$ cat config.mk
export PLATFORM = sky130hd
export DESIGN_NAME = egsa_ctrl
export DESIGN_NICKNAME = d
export VERILOG_FILES = /design/src/design/egsa_pkg.sv /design/src/design/egsa_ctrl.sv
export SDC_FILE = /design/constraint.sdc
export NUM_CORES = 1
export LEC_CHECK = 0
export BUFFER_PORTS_ARGS = -buffer_cell sky130_fd_sc_hd__buf_2
export CAP_MARGIN = 20
export CORE_AREA = 5 5 42 44
export DETAILED_ROUTE_END_ITERATION = 8
export DIE_AREA = 0 0 47 49
export GPL_TIMING_DRIVEN = 0
export PLACE_DENSITY = 0.68
export SYNTH_ARGS = -nofsm -noshare
export SYNTH_HDL_FRONTEND = slang
export SYNTH_SLANG_ARGS = --single-unit
$ cat constraint.sdc
create_clock -name clk -period 1.8 [get_ports clk]
set_input_delay 0.18 -clock clk [delete_from_list [all_inputs] [get_ports clk]]
set_output_delay 0.18 -clock clk [all_outputs]
set_load 0.05 [all_outputs]
$ cat src/design/egsa_pkg.sv
`timescale 1ns / 1ps
// ----------------------------------------------------------------------------
// egsa_pkg
// shared types and constants of the embedding gather / scatter-add engine
// ----------------------------------------------------------------------------
package egsa_pkg;

	// input action codes
	typedef enum logic [2:0] {
		ACT_LOAD   = 3'd0,
		ACT_LOOKUP = 3'd1,
		ACT_CLEAR  = 3'd2,
		ACT_ACC    = 3'd3,
		ACT_READ   = 3'd4
	} action_t;

	// register index, taken from paddr[2]
	localparam logic REG_VOCAB_ROWS = 1'b0;
	localparam logic REG_ROW_WIDTH  = 1'b1;

	localparam logic [10:0] VOCAB_ROWS_RST = 11'd1024;
	localparam logic [6:0]  ROW_WIDTH_RST  = 7'd64;

	// controller states
	typedef enum logic [2:0] {
		ST_CLEAR,
		ST_IDLE,
		ST_ACC_WR,
		ST_ERR,
		ST_MISS,
		ST_GRD_OUT,
		ST_LK_OUT
	} state_t;

	// source of the next result beat
	typedef enum logic [2:0] {
		OUT_NONE,
		OUT_ERR,
		OUT_MISS,
		OUT_GRD,
		OUT_LK
	} out_sel_t;

	typedef struct packed {
		logic     ready;      // input side may take a beat
		logic     capture;    // latch item fields
		logic     w_we;       // weight element write
		logic     g_re;       // gradient read at item address
		logic     acc_we;     // gradient write of saturated sum
		logic     clr_step;   // gradient clear, one entry
		logic     lk_start;   // first weight read of a lookup row
		logic     lk_next;    // next weight read of the row
		out_sel_t out_sel;
	} dp_cmd_t;

	typedef struct packed {
		action_t act;
		logic    tok_ok;
		logic    col_ok;
		logic    slot_free;   // output register can load this cycle
		logic    clr_last;
		logic    lk_last;
	} dp_sts_t;

endpackage

$ cat src/design/egsa_ctrl.sv
`timescale 1ns / 1ps
// ----------------------------------------------------------------------------
// egsa_ctrl
// sequencer: decodes an item and steps the datapath through its actions
// ----------------------------------------------------------------------------
module egsa_ctrl (
	input  logic               clk,
	input  logic               arst_n,
	input  logic               in_valid,
	input  egsa_pkg::dp_sts_t  sts,
	output egsa_pkg::dp_cmd_t  cmd
);
	import egsa_pkg::*;

	state_t state_q;
	state_t state_nxt;

	always_ff @(posedge clk or negedge arst_n) begin
		if (!arst_n) begin
			state_q <= ST_CLEAR;
		end else begin
			state_q <= state_nxt;
		end
	end

	always_comb begin
		state_nxt = state_q;
		cmd       = '0;
		cmd.out_sel = OUT_NONE;
		case (state_q)
			ST_CLEAR: begin
				cmd.clr_step = 1'b1;
				if (sts.clr_last) begin
					state_nxt = ST_IDLE;
				end
			end
			ST_IDLE: begin
				cmd.ready = 1'b1;
				if (in_valid) begin
					cmd.capture = 1'b1;
					case (sts.act)
						ACT_LOAD: begin
							if (!sts.tok_ok) begin
								state_nxt = ST_ERR;
							end else if (sts.col_ok) begin
								cmd.w_we = 1'b1;
							end
						end
						ACT_LOOKUP: begin
							if (!sts.tok_ok) begin
								state_nxt = ST_ERR;
							end else begin
								cmd.lk_start = 1'b1;
								state_nxt    = ST_LK_OUT;
							end
						end
						ACT_CLEAR: begin
							state_nxt = ST_CLEAR;
						end
						ACT_ACC: begin
							if (!sts.tok_ok) begin
								state_nxt = ST_ERR;
							end else if (sts.col_ok) begin
								cmd.g_re  = 1'b1;
								state_nxt = ST_ACC_WR;
							end
						end
						ACT_READ: begin
							if (!sts.tok_ok) begin
								state_nxt = ST_ERR;
							end else if (sts.col_ok) begin
								cmd.g_re  = 1'b1;
								state_nxt = ST_GRD_OUT;
							end else begin
								state_nxt = ST_MISS;
							end
						end
						default: begin
						end
					endcase
				end
			end
			ST_ACC_WR: begin
				cmd.acc_we = 1'b1;
				state_nxt  = ST_IDLE;
			end
			ST_ERR: begin
				if (sts.slot_free) begin
					cmd.out_sel = OUT_ERR;
					state_nxt   = ST_IDLE;
				end
			end
			ST_MISS: begin
				if (sts.slot_free) begin
					cmd.out_sel = OUT_MISS;
					state_nxt   = ST_IDLE;
				end
			end
			ST_GRD_OUT: begin
				if (sts.slot_free) begin
					cmd.out_sel = OUT_GRD;
					state_nxt   = ST_IDLE;
				end
			end
			ST_LK_OUT: begin
				if (sts.slot_free) begin
					cmd.out_sel = OUT_LK;
					if (sts.lk_last) begin
						state_nxt = ST_IDLE;
					end else begin
						cmd.lk_next = 1'b1;
					end
				end
			end
			default: begin
				state_nxt = ST_IDLE;
			end
		endcase
	end

endmodule

==> impl_metrics.yaml, run 1 <==
run_status:
  status: "finished clean"
clocking:
  clock_latency_ns: 0.23
  cts_buffers: 3
  cts_tree: "built"
  clock_path_buffers: 2
  cts.root.buffer_cell: "clkbuf_4"
  cts_max_level: 1
  cts.sinks: 3
  clk_pin_slew_worst_paths_ns: 0.04
placement:
  dp_hpwl_um: 841.7
  place_area_um2: 595.6
  io_buffers: 20
  finalWeightedCongestion: 0.7106
yosys:
  yosys_warnings: 0
  ys_types: 30
  yosys-top-cells-area: "dfrtp_1 (18%), nor3b_1 (8.9%), a2bb2o_4 (4.8%)"
  netlist_instances: 52
  synth_area_per_cell_um2: 8.085
  syn-num-nets: 63
  synth_area_um2: 420.4
  netlist.area_leader.share_pct: 17.86
  synth_seq_area_share_pct: 17.86
  synth_top_area_cell: "dfrtp_1"
  synth-seq-cells: 3
power_and_ir_drop:
  peakVddDrop_mv: 0.1906
  p_per_area_nw_per_um2: 591.0
  p_leak_nw: 0.3043
global_routing:
  grt.total_usage_pct: 10.94
  antenna_found_initial: 0
  grt_pass1_vias: 485
  grt_pass1_wl_mm: 1.918
  grt_overflow: 0
  grt_start_max_net_pins: 11
route:
  vias: 474
  drt_iter0_drc: 7
  antenna_left: 0
  wirelength_met1_um: 474
  wl_met3_um: 94
  top_layer: "met4"
  wl_mm: 1.118
  via_per_inst: 5.043
  met2_length_um: 531
  wl_per_cell_um: 11.89
  drcViolationCount: 0
  drt_pass1_iterations: 2
floorplan:
  rows: 14
  die_w_um: 47
  start_util_pct: 30.00
  coreArea_um2: 1401
  ios: 22
  fp.dieH_um: 49
  fp.dieArea_um2: 2303
flow_run:
  drv_cap: 0
sta:
  fmax_mhz: 555.7
  slew_viol_final: 0
  rsz0062_at_grt: "true"
  tightestPinTransition_ns: 0.3297
  fin_crit_sh_pct: 99.98
  relSlewSlack_pct: 78.02
  setup-violations-final: 0
  hold_violations: 0
  period_minus_slack_ns: 1.800
  fin_skew_ns: 0.001378
worst_setup_path:
  required_ns: 1.62
  path_max_fanout: 3
  cp_slowest_cell: "dfrtp_1"
  crit_arrival_ns: 1.62
  crit_type: "reg2out"
  critPathMaxStageDelay_ns: 0.41
  end_kind: "output pin"
  path_buf_inv: 1
  rrSetupSlack_ns: 0.33
  critPathTopFamily: "simple AND/OR/NAND/NOR gates"
  worst-path-stages: 5
  crit_chain: "nor3b_4, and2_4, nand2_8, nor4b_4, buf_6"
  start_kind: "flip-flop"
  reg2reg_depth: 5
final_layout:
  largest_register: "state_q"
  top_regs: "state_q x3"
  largest_register_ffs: 3
  num_antenna_cells: 0
  post-route-util_pct: 47.14
  fin_area_um2: 660.6
  register_area_um2: 76.32
  syn_to_final_growth_pct: 57.14
  nets: 90
  drive_above_1_share_pct: 51.28
  multi_input_area_um2: 370.4
  fillCellCount: 144
min_path:
  min_path_type: "in2async"
==> cells in the mapped netlist <==
cell type	n
nor3b_4	1
buf_6	1
o31a_1	1
inv_1	1
nor2_1	5
xor2_1	1
a21oi_1	2
or4b_4	1
nand4_2	1
and2b_1	1
nand4b_1	1
and3_1	1
nand2b_1	1
dfrtp_1	3
a22oi_1	2
nor3_1	3
a22o_1	1
and2_1	1
nor3b_1	5
o21ai_0	3
nand3_1	1
xnor2_1	1
nand2_1	4
or3_1	1
o221ai_1	1
buf_2	3
nor2_2	1
nor4b_2	1
nor2b_1	2
a2bb2o_4	1
==> through the flow <==
step	hold slack [ns]	std cells	setup WS [ns]	total power (W)	setup TNS, ns
after detailed placement	-0.02322	88	0.05447	0.0002595	0
after floorplan	-0.1156	52	-0.5763	0.0002182	-1.355
final	0.2674	94	0.0003340	0.0003905	0
after CTS	0.2654	96	-0.03144	0.0004035	-0.03144
after global placement	-0.02388	88	0.06014	0.0002582	0
after global routing	0.2638	94	-0.1016	0.0004191	-0.1016
==> final timing paths <==
path | end | start
max in group asynchronous | state_q[0]$_DFFE_PN0P_ | arst_n
worst max register to register | state_q[2]$_DFFE_PN0P_ | state_q[2]$_DFFE_PN0P_
worst min register to register | state_q[0]$_DFFE_PN0P_ | state_q[0]$_DFFE_PN0P_
worst min-delay path | state_q[0]$_DFFE_PN0P_ | arst_n
worst max-delay path | cmd[4] | state_q[2]$_DFFE_PN0P_
min in group clk | state_q[0]$_DFFE_PN0P_ | in_valid
==> repair_timing <==
action,CTS,global route
endpoints found under the hold margin,3,0
cloned,0,0
gates resized for setup,6,2
pin swaps,3,3
setup endpoints to repair,3,3
hold buffers,1,0
buffers inserted,3,0
==> where the power goes <==
group / switching [W] / total (W) / internal, W
Clock: 0.0000352 / 0.000118 / 0.0000831
Sequential: 0.00000772 / 0.0000811 / 0.0000734
Combinational: 0.000115 / 0.000191 / 0.0000761
Total: 0.000158 / 0.000390 / 0.000233
==> cells by family after synthesis <==
group | after synthesis | synth area share (%)
and+or+nand+nor | 31 | 50.30
AOI/OAI and AO/OA | 11 | 20.54
buffers and inverters | 5 | 7.141
DFF | 3 | 17.86
xor gates and xnor gates | 2 | 4.167
==> per-layer routing <==
metal	global-route usage (%)	vias to the layer above
met1	12.83	209
met3	0.3690	2
li1	-	242
met5	0	-
met2	18.33	21
met4	6.912	0
==> area by class of cell <==
| cell class | instances | share of cell area (%) |
|---|---|---|
| clock buffer | 4 | 3.977 |
| sequential | 3 | 11.55 |
| tap | 16 | 3.030 |
| timing repair buffer | 24 | 22.35 |
| buffer | 2 | 2.462 |
| inverter | 1 | 0.5682 |
| multi-input combinational | 44 | 56.06 |
==> worst register-to-register path, stage by stage (launching register included) <==
cell      delay (ns)
dfrtp_1         0.41
buf_4           0.19
nor3b_1         0.13
o21ai_0         0.15
o221ai_1        0.19
a22o_1          0.27
==> cell usage in the layout (no fill, tap or decap), drive strengths merged, types with 2 or more instances in the layout <==
master,netlist,layout
nor2,6,6
a22oi,2,2
nor3b,6,6
o21ai,3,3
buf,4,25
clkbuf,0,4
nor3,3,3
nand2,4,4
nor2b,2,2
dfrtp,3,3
a21oi,2,2
No activity file was read; power rests on OpenSTA's default activity.
==> inputs of run 2 (changes only) <==
==> constraint.sdc (replaced) <==
create_clock -name clk -period 1.9 [get_ports clk]
set_input_delay 0.19 -clock clk [delete_from_list [all_inputs] [get_ports clk]]
set_output_delay 0.19 -clock clk [all_outputs]
set_load 0.05 [all_outputs]
==> impl_metrics.yaml, run 2 (synthesis gave the netlist of run 1 again) <==
route:
  drcViolationCount: 0
  wl_per_cell_um: 11.16
  wl_mm: 1.071
  drt_iter0_drc: 3
  drt_pass1_iterations: 4
  vias: 481
  via_per_inst: 5.010
  antenna_left: 0
worst_setup_path:
  r2r_start: "state_q[2]$_DFFE_PN0P_"
  required_ns: 1.71
  endpoint: "cmd[4]"
  critPathLaunch: "state_q[2]$_DFFE_PN0P_"
  path_max_fanout: 6
  crit_arrival_ns: 1.63
  rrSetupSlack_ns: 0.39
  start_kind: "flip-flop"
  crit_chain: "buf_6, nor3b_4, and2_4, nand2_4, nor4b_4, buf_6"
  end_kind: "output pin"
  crit_type: "reg2out"
  crit_top_cell: "buf_6"
  reg2reg_depth: 5
  cp_slowest_cell: "dfrtp_1"
  critPathMaxStageDelay_ns: 0.36
  r2r-end: "state_q[0]$_DFFE_PN0P_"
global_routing:
  antenna_found_initial: 0
  grt_overflow: 0
  grt_start_max_net_pins: 11
  grt_pass1_vias: 422
  grt_pass1_wl_mm: 1.794
  grt.total_usage_pct: 10.17
final_layout:
  largest_register_ffs: 3
  register_area_um2: 76.32
  top_regs: "state_q x3"
  largest_register: "state_q"
  post-route-util_pct: 47.32
  final_common_cell: "buf_2"
  num_antenna_cells: 0
  final_cell_mix: "buf_2 (19), nor2_1 (5), buf_6 (4), nor3b_1 (4), clkbuf_4 (4)"
  syn_to_final_growth_pct: 57.74
  fillCellCount: 147
  nets: 92
  drive_above_1_share_pct: 51.25
  multi_input_area_um2: 356.6
sta:
  fin_ws_ns: 0.08473
  rsz0062_at_grt: "false"
  relSlewSlack_pct: 75.76
  setup-violations-final: 0
  fmax_mhz: 550.9
  hold_violations: 0
  fin_crit_sh_pct: 95.54
  fin_skew_ns: 0.001535
  holdWs_ns: 0.2836
  period_minus_slack_ns: 1.815
  slew_viol_final: 0
  tightestPinTransition_ns: 0.3636
placement:
  dp_slack_ns: 0.1440
  dp_hpwl_um: 841.8
  finalWeightedCongestion: 0.7103
  io_buffers: 20
power_and_ir_drop:
  swShare_pct: 39.11
  peakVddDrop_mv: 0.2058
  p_clk_share_pct: 29.8
  internal_power_w: 0.0002213
  power_frac_comb_pct: 49.7
  p_seq_share_pct: 20.5
  net-switching-power_w: 0.0001422
  p_leak_nw: 0.3192
  p_per_area_nw_per_um2: 548.2
floorplan:
  rows: 14
  ios: 22
  fp.dieH_um: 49
  start_util_pct: 30.00
  coreArea_um2: 1401
  die_w_um: 47
  fp.dieArea_um2: 2303
clocking:
  clock_path_buffers: 2
  clk_pin_slew_worst_paths_ns: 0.04
  cts_tree: "built"
  cts.root.buffer_cell: "clkbuf_4"
  cts_buffers: 3
  cts.sinks: 3
  clock_latency_ns: 0.23
  cts_max_level: 1
run_status:
  status: "finished clean"
flow_run:
  drv_cap: 0
min_path:
  min_path_type: "in2async"
[run 2: cell count changes in the layout (fill, tap and decap cells not counted)]
cell,delta
buf_2,+1
buf_4,-1
buf_6,+1
clkbuf_4,+1
nand2_4,+1
nand2_8,-1
nor3_1,+1
nor3_2,-1
[run 2: cell type report]
| class | count | area share, % |
|---|---|---|
| repair buffers | 24 | 21.32 |
| well taps | 16 | 3.019 |
| inverters | 1 | 0.5660 |
| plain buffers | 4 | 5.849 |
| flip-flops and latches | 3 | 11.51 |
| multi-input cells | 44 | 53.77 |
| clock buffers | 4 | 3.962 |
[run 2: per-stage QoR]
stage	instances	power, W	cell area, um2	TNS (ns)
floorplan	52	0.0002066	470.5	-1.085
global placement	88	0.0002441	590.6	0
detailed placement	88	0.0002454	590.6	0
CTS	94	0.0003685	640.6	0
global route	96	0.0003895	663.1	0
finish	96	0.0003635	663.1	0
[run 2: how the worst min path moves through the flow]
stage / startpoint / end / slack (ns)
CTS: arst_n / state_q[1]$_DFFE_PN0P_ / 0.28
finish: arst_n / state_q[1]$_DFFE_PN0P_ / 0.28
global route: arst_n / state_q[2]$_DFFE_PN0P_ / 0.29
global placement: arst_n / state_q[2]$_DFFE_PN0P_ / -0.01
floorplan: arst_n / state_q[0]$_DFFE_PN0P_ / -0.11
detailed placement: arst_n / state_q[1]$_DFFE_PN0P_ / -0.01
[run 2: power groups by stage]
stage / Clock (W) / Combinational, W / Sequential (W)
6_report: 0.000108 / 0.000181 / 0.0000744
5_1_grt: 0.000120 / 0.000195 / 0.0000750
4_1_cts: 0.000114 / 0.000181 / 0.0000733
3_5_place_dp: 0 / 0.000171 / 0.0000740
3_3_place_gp: 0 / 0.000170 / 0.0000740
2_1_floorplan: 0 / 0.000134 / 0.0000731
[run 2: critical path, delay by kind of cell, from the launching register on]
family,cells,cell delay (ns)
buf+inv,2,0.32
flops,1,0.36
simple gates,4,0.72
[run 2: repair_timing]
action,CTS,global route
endpoints found under the setup margin,1,3
buffers inserted,1,2
pin swaps,1,3
hold endpoints to repair,3,0
hold buffers,1,0
gates resized for setup,2,3
[run 2: per-layer routing]
layer,up-vias,wire [um],track usage (%)
met5,-,0,0
met1,215,444,11.31
li1,248,-,-
met4,0,0,4.147
met2,18,523,16.29
met3,0,103,4.428
==> inputs of run 3 (changes only) <==
--- a/config.mk
+++ b/config.mk
@@ -8,6 +8,7 @@
 export BUFFER_PORTS_ARGS = -buffer_cell sky130_fd_sc_hd__buf_2
 export CAP_MARGIN = 20
 export CORE_AREA = 5 5 42 44
+export CTS_BUF_LIST = sky130_fd_sc_hd__clkbuf_8
 export DETAILED_ROUTE_END_ITERATION = 8
 export DIE_AREA = 0 0 47 49
 export GPL_TIMING_DRIVEN = 0
==> impl_metrics.yaml, run 3 (synthesis gave the netlist of run 1 again) <==
run_status:
  status: "finished clean"
route:
  drt_iter0_drc: 7
  via_per_inst: 5.000
  wl_mm: 1.071
  drcViolationCount: 0
  vias: 470
  wl_per_cell_um: 11.39
  drt_pass1_iterations: 3
  antenna_left: 0
clocking:
  cts_max_level: 1
  cts_tree: "built"
  clk_pin_slew_worst_paths_ns: 0.03
  cts_buffers: 3
  clock_latency_ns: 0.21
  clock_path_buffers: 2
  cts.root.buffer_cell: "clkbuf_8"
  cts.sinks: 3
floorplan:
  rows: 14
  fp.dieArea_um2: 2303
  fp.dieH_um: 49
  coreArea_um2: 1401
  start_util_pct: 30.00
  die_w_um: 47
  ios: 22
sta:
  slew_viol_final: 0
  relSlewSlack_pct: 75.65
  fin_crit_sh_pct: 95.12
  tightestPinTransition_ns: 0.3653
  fmax_mhz: 553.3
  period_minus_slack_ns: 1.807
  setup-violations-final: 0
  hold_violations: 0
  rsz0062_at_grt: "false"
  fin_skew_ns: 0.001769
worst_setup_path:
  end_kind: "output pin"
  start_kind: "flip-flop"
  crit_type: "reg2out"
  path_max_fanout: 10
  required_ns: 1.71
  rrSetupSlack_ns: 0.52
  crit_arrival_ns: 1.62
global_routing:
  grt_overflow: 0
  grt_pass1_wl_mm: 1.773
  antenna_found_initial: 0
  grt.total_usage_pct: 10.10
  grt_start_max_net_pins: 11
  grt_pass1_vias: 420
final_layout:
  syn_to_final_growth_pct: 57.74
  drive_above_1_share_pct: 50.00
  post-route-util_pct: 47.32
  nets: 90
  final_cell_mix: "buf_2 (19), nor2_1 (5), nor3b_1 (4)"
  stdcell_count: 94
  fillCellCount: 150
  num_antenna_cells: 0
  multi_input_area_um2: 356.6
  top_regs: "state_q x3"
  register_area_um2: 76.32
  final_common_cell: "buf_2"
  largest_register_ffs: 3
  largest_register: "state_q"
power_and_ir_drop:
  fin_total_pwr_w: 0.0004253
  peakVddDrop_mv: 0.2756
  p_leak_nw: 0.3194
  p_per_area_nw_per_um2: 641.4
flow_run:
  drv_cap: 0
placement:
  dp_cells: 88
  finalWeightedCongestion: 0.7103
  dp_hpwl_um: 841.8
  io_buffers: 20
min_path:
  min_path_type: "in2async"
## run 3: critical path, cell delays in order, from the launching register on
cell	delay, ns
dfrtp_1	0.36
buf_6	0.14
nor3b_4	0.20
and2_4	0.18
nand2_4	0.08
nor4b_4	0.27
buf_6	0.19
## run 3: layout make-up
type / count / area share (%)
Timing Repair Buffer: 22 / 19.06
Clock inverter: 1 / 0.5660
Sequential cell: 3 / 11.51
Buffer: 4 / 5.283
Multi-Input combinational cell: 44 / 53.77
Inverter: 1 / 0.5660
Tap cell: 16 / 3.019
Clock buffer: 3 / 6.226
## run 3: routing by layer
metal | up-vias | share of wire (%) | global-route usage [%]
li1 | 243 | - | -
met1 | 208 | 42 | 11.09
met2 | 19 | 48 | 16.29
met3 | 0 | 9.7 | 4.428
met4 | 0 | 0 | 4.147
met5 | - | 0 | 0
## run 3: per-stage QoR
| stage | setup WS (ns) | TNS [ns] | instance area (um2) | hold WS (ns) |
|---|---|---|---|---|
| 6_report | 0.09266 | 0 | 663.1 | 0.3032 |
| 5_1_grt | 0.01468 | 0 | 663.1 | 0.3138 |
| 3_3_place_gp | 0.1531 | 0 | 590.6 | -0.01407 |
| 2_1_floorplan | -0.4863 | -1.085 | 470.5 | -0.1056 |
| 3_5_place_dp | 0.1440 | 0 | 590.6 | -0.01122 |
| 4_1_cts | 0.03337 | 0 | 659.4 | 0.3011 |
## run 3: worst paths after layout
kind | startpoint | to | depth (start not counted)
setup reg to reg | state_q[2]$_DFFE_PN0P_ | state_q[2]$_DFFE_PN0P_ | 5
min in group clk | in_valid | state_q[0]$_DFFE_PN0P_ | 4
hold / removal | arst_n | state_q[1]$_DFFE_PN0P_ | 2
setup / recovery | state_q[2]$_DFFE_PN0P_ | cmd[4] | 6
max in group asynchronous | arst_n | state_q[0]$_DFFE_PN0P_ | 2
hold reg to reg | state_q[1]$_DFFE_PN0P_ | state_q[1]$_DFFE_PN0P_ | 2
## run 3: what timing repair did
item                                    in CTS  in global routing
endpoints found under the hold margin        3                  0
setup buffers                                1                  0
hold buffers                                 1                  0
pin swaps                                    1                  3
resized for setup                            2                  2
endpoints found under the setup margin       1                  2
## run 3: power breakdown
group	total, W	internal, W	leakage [nW]	switching (W)
sequential	0.0000740	0.0000696	0.0360	0.00000442
combinational	0.000178	0.0000707	0.256	0.000107
clock	0.000174	0.000137	0.0269	0.0000366
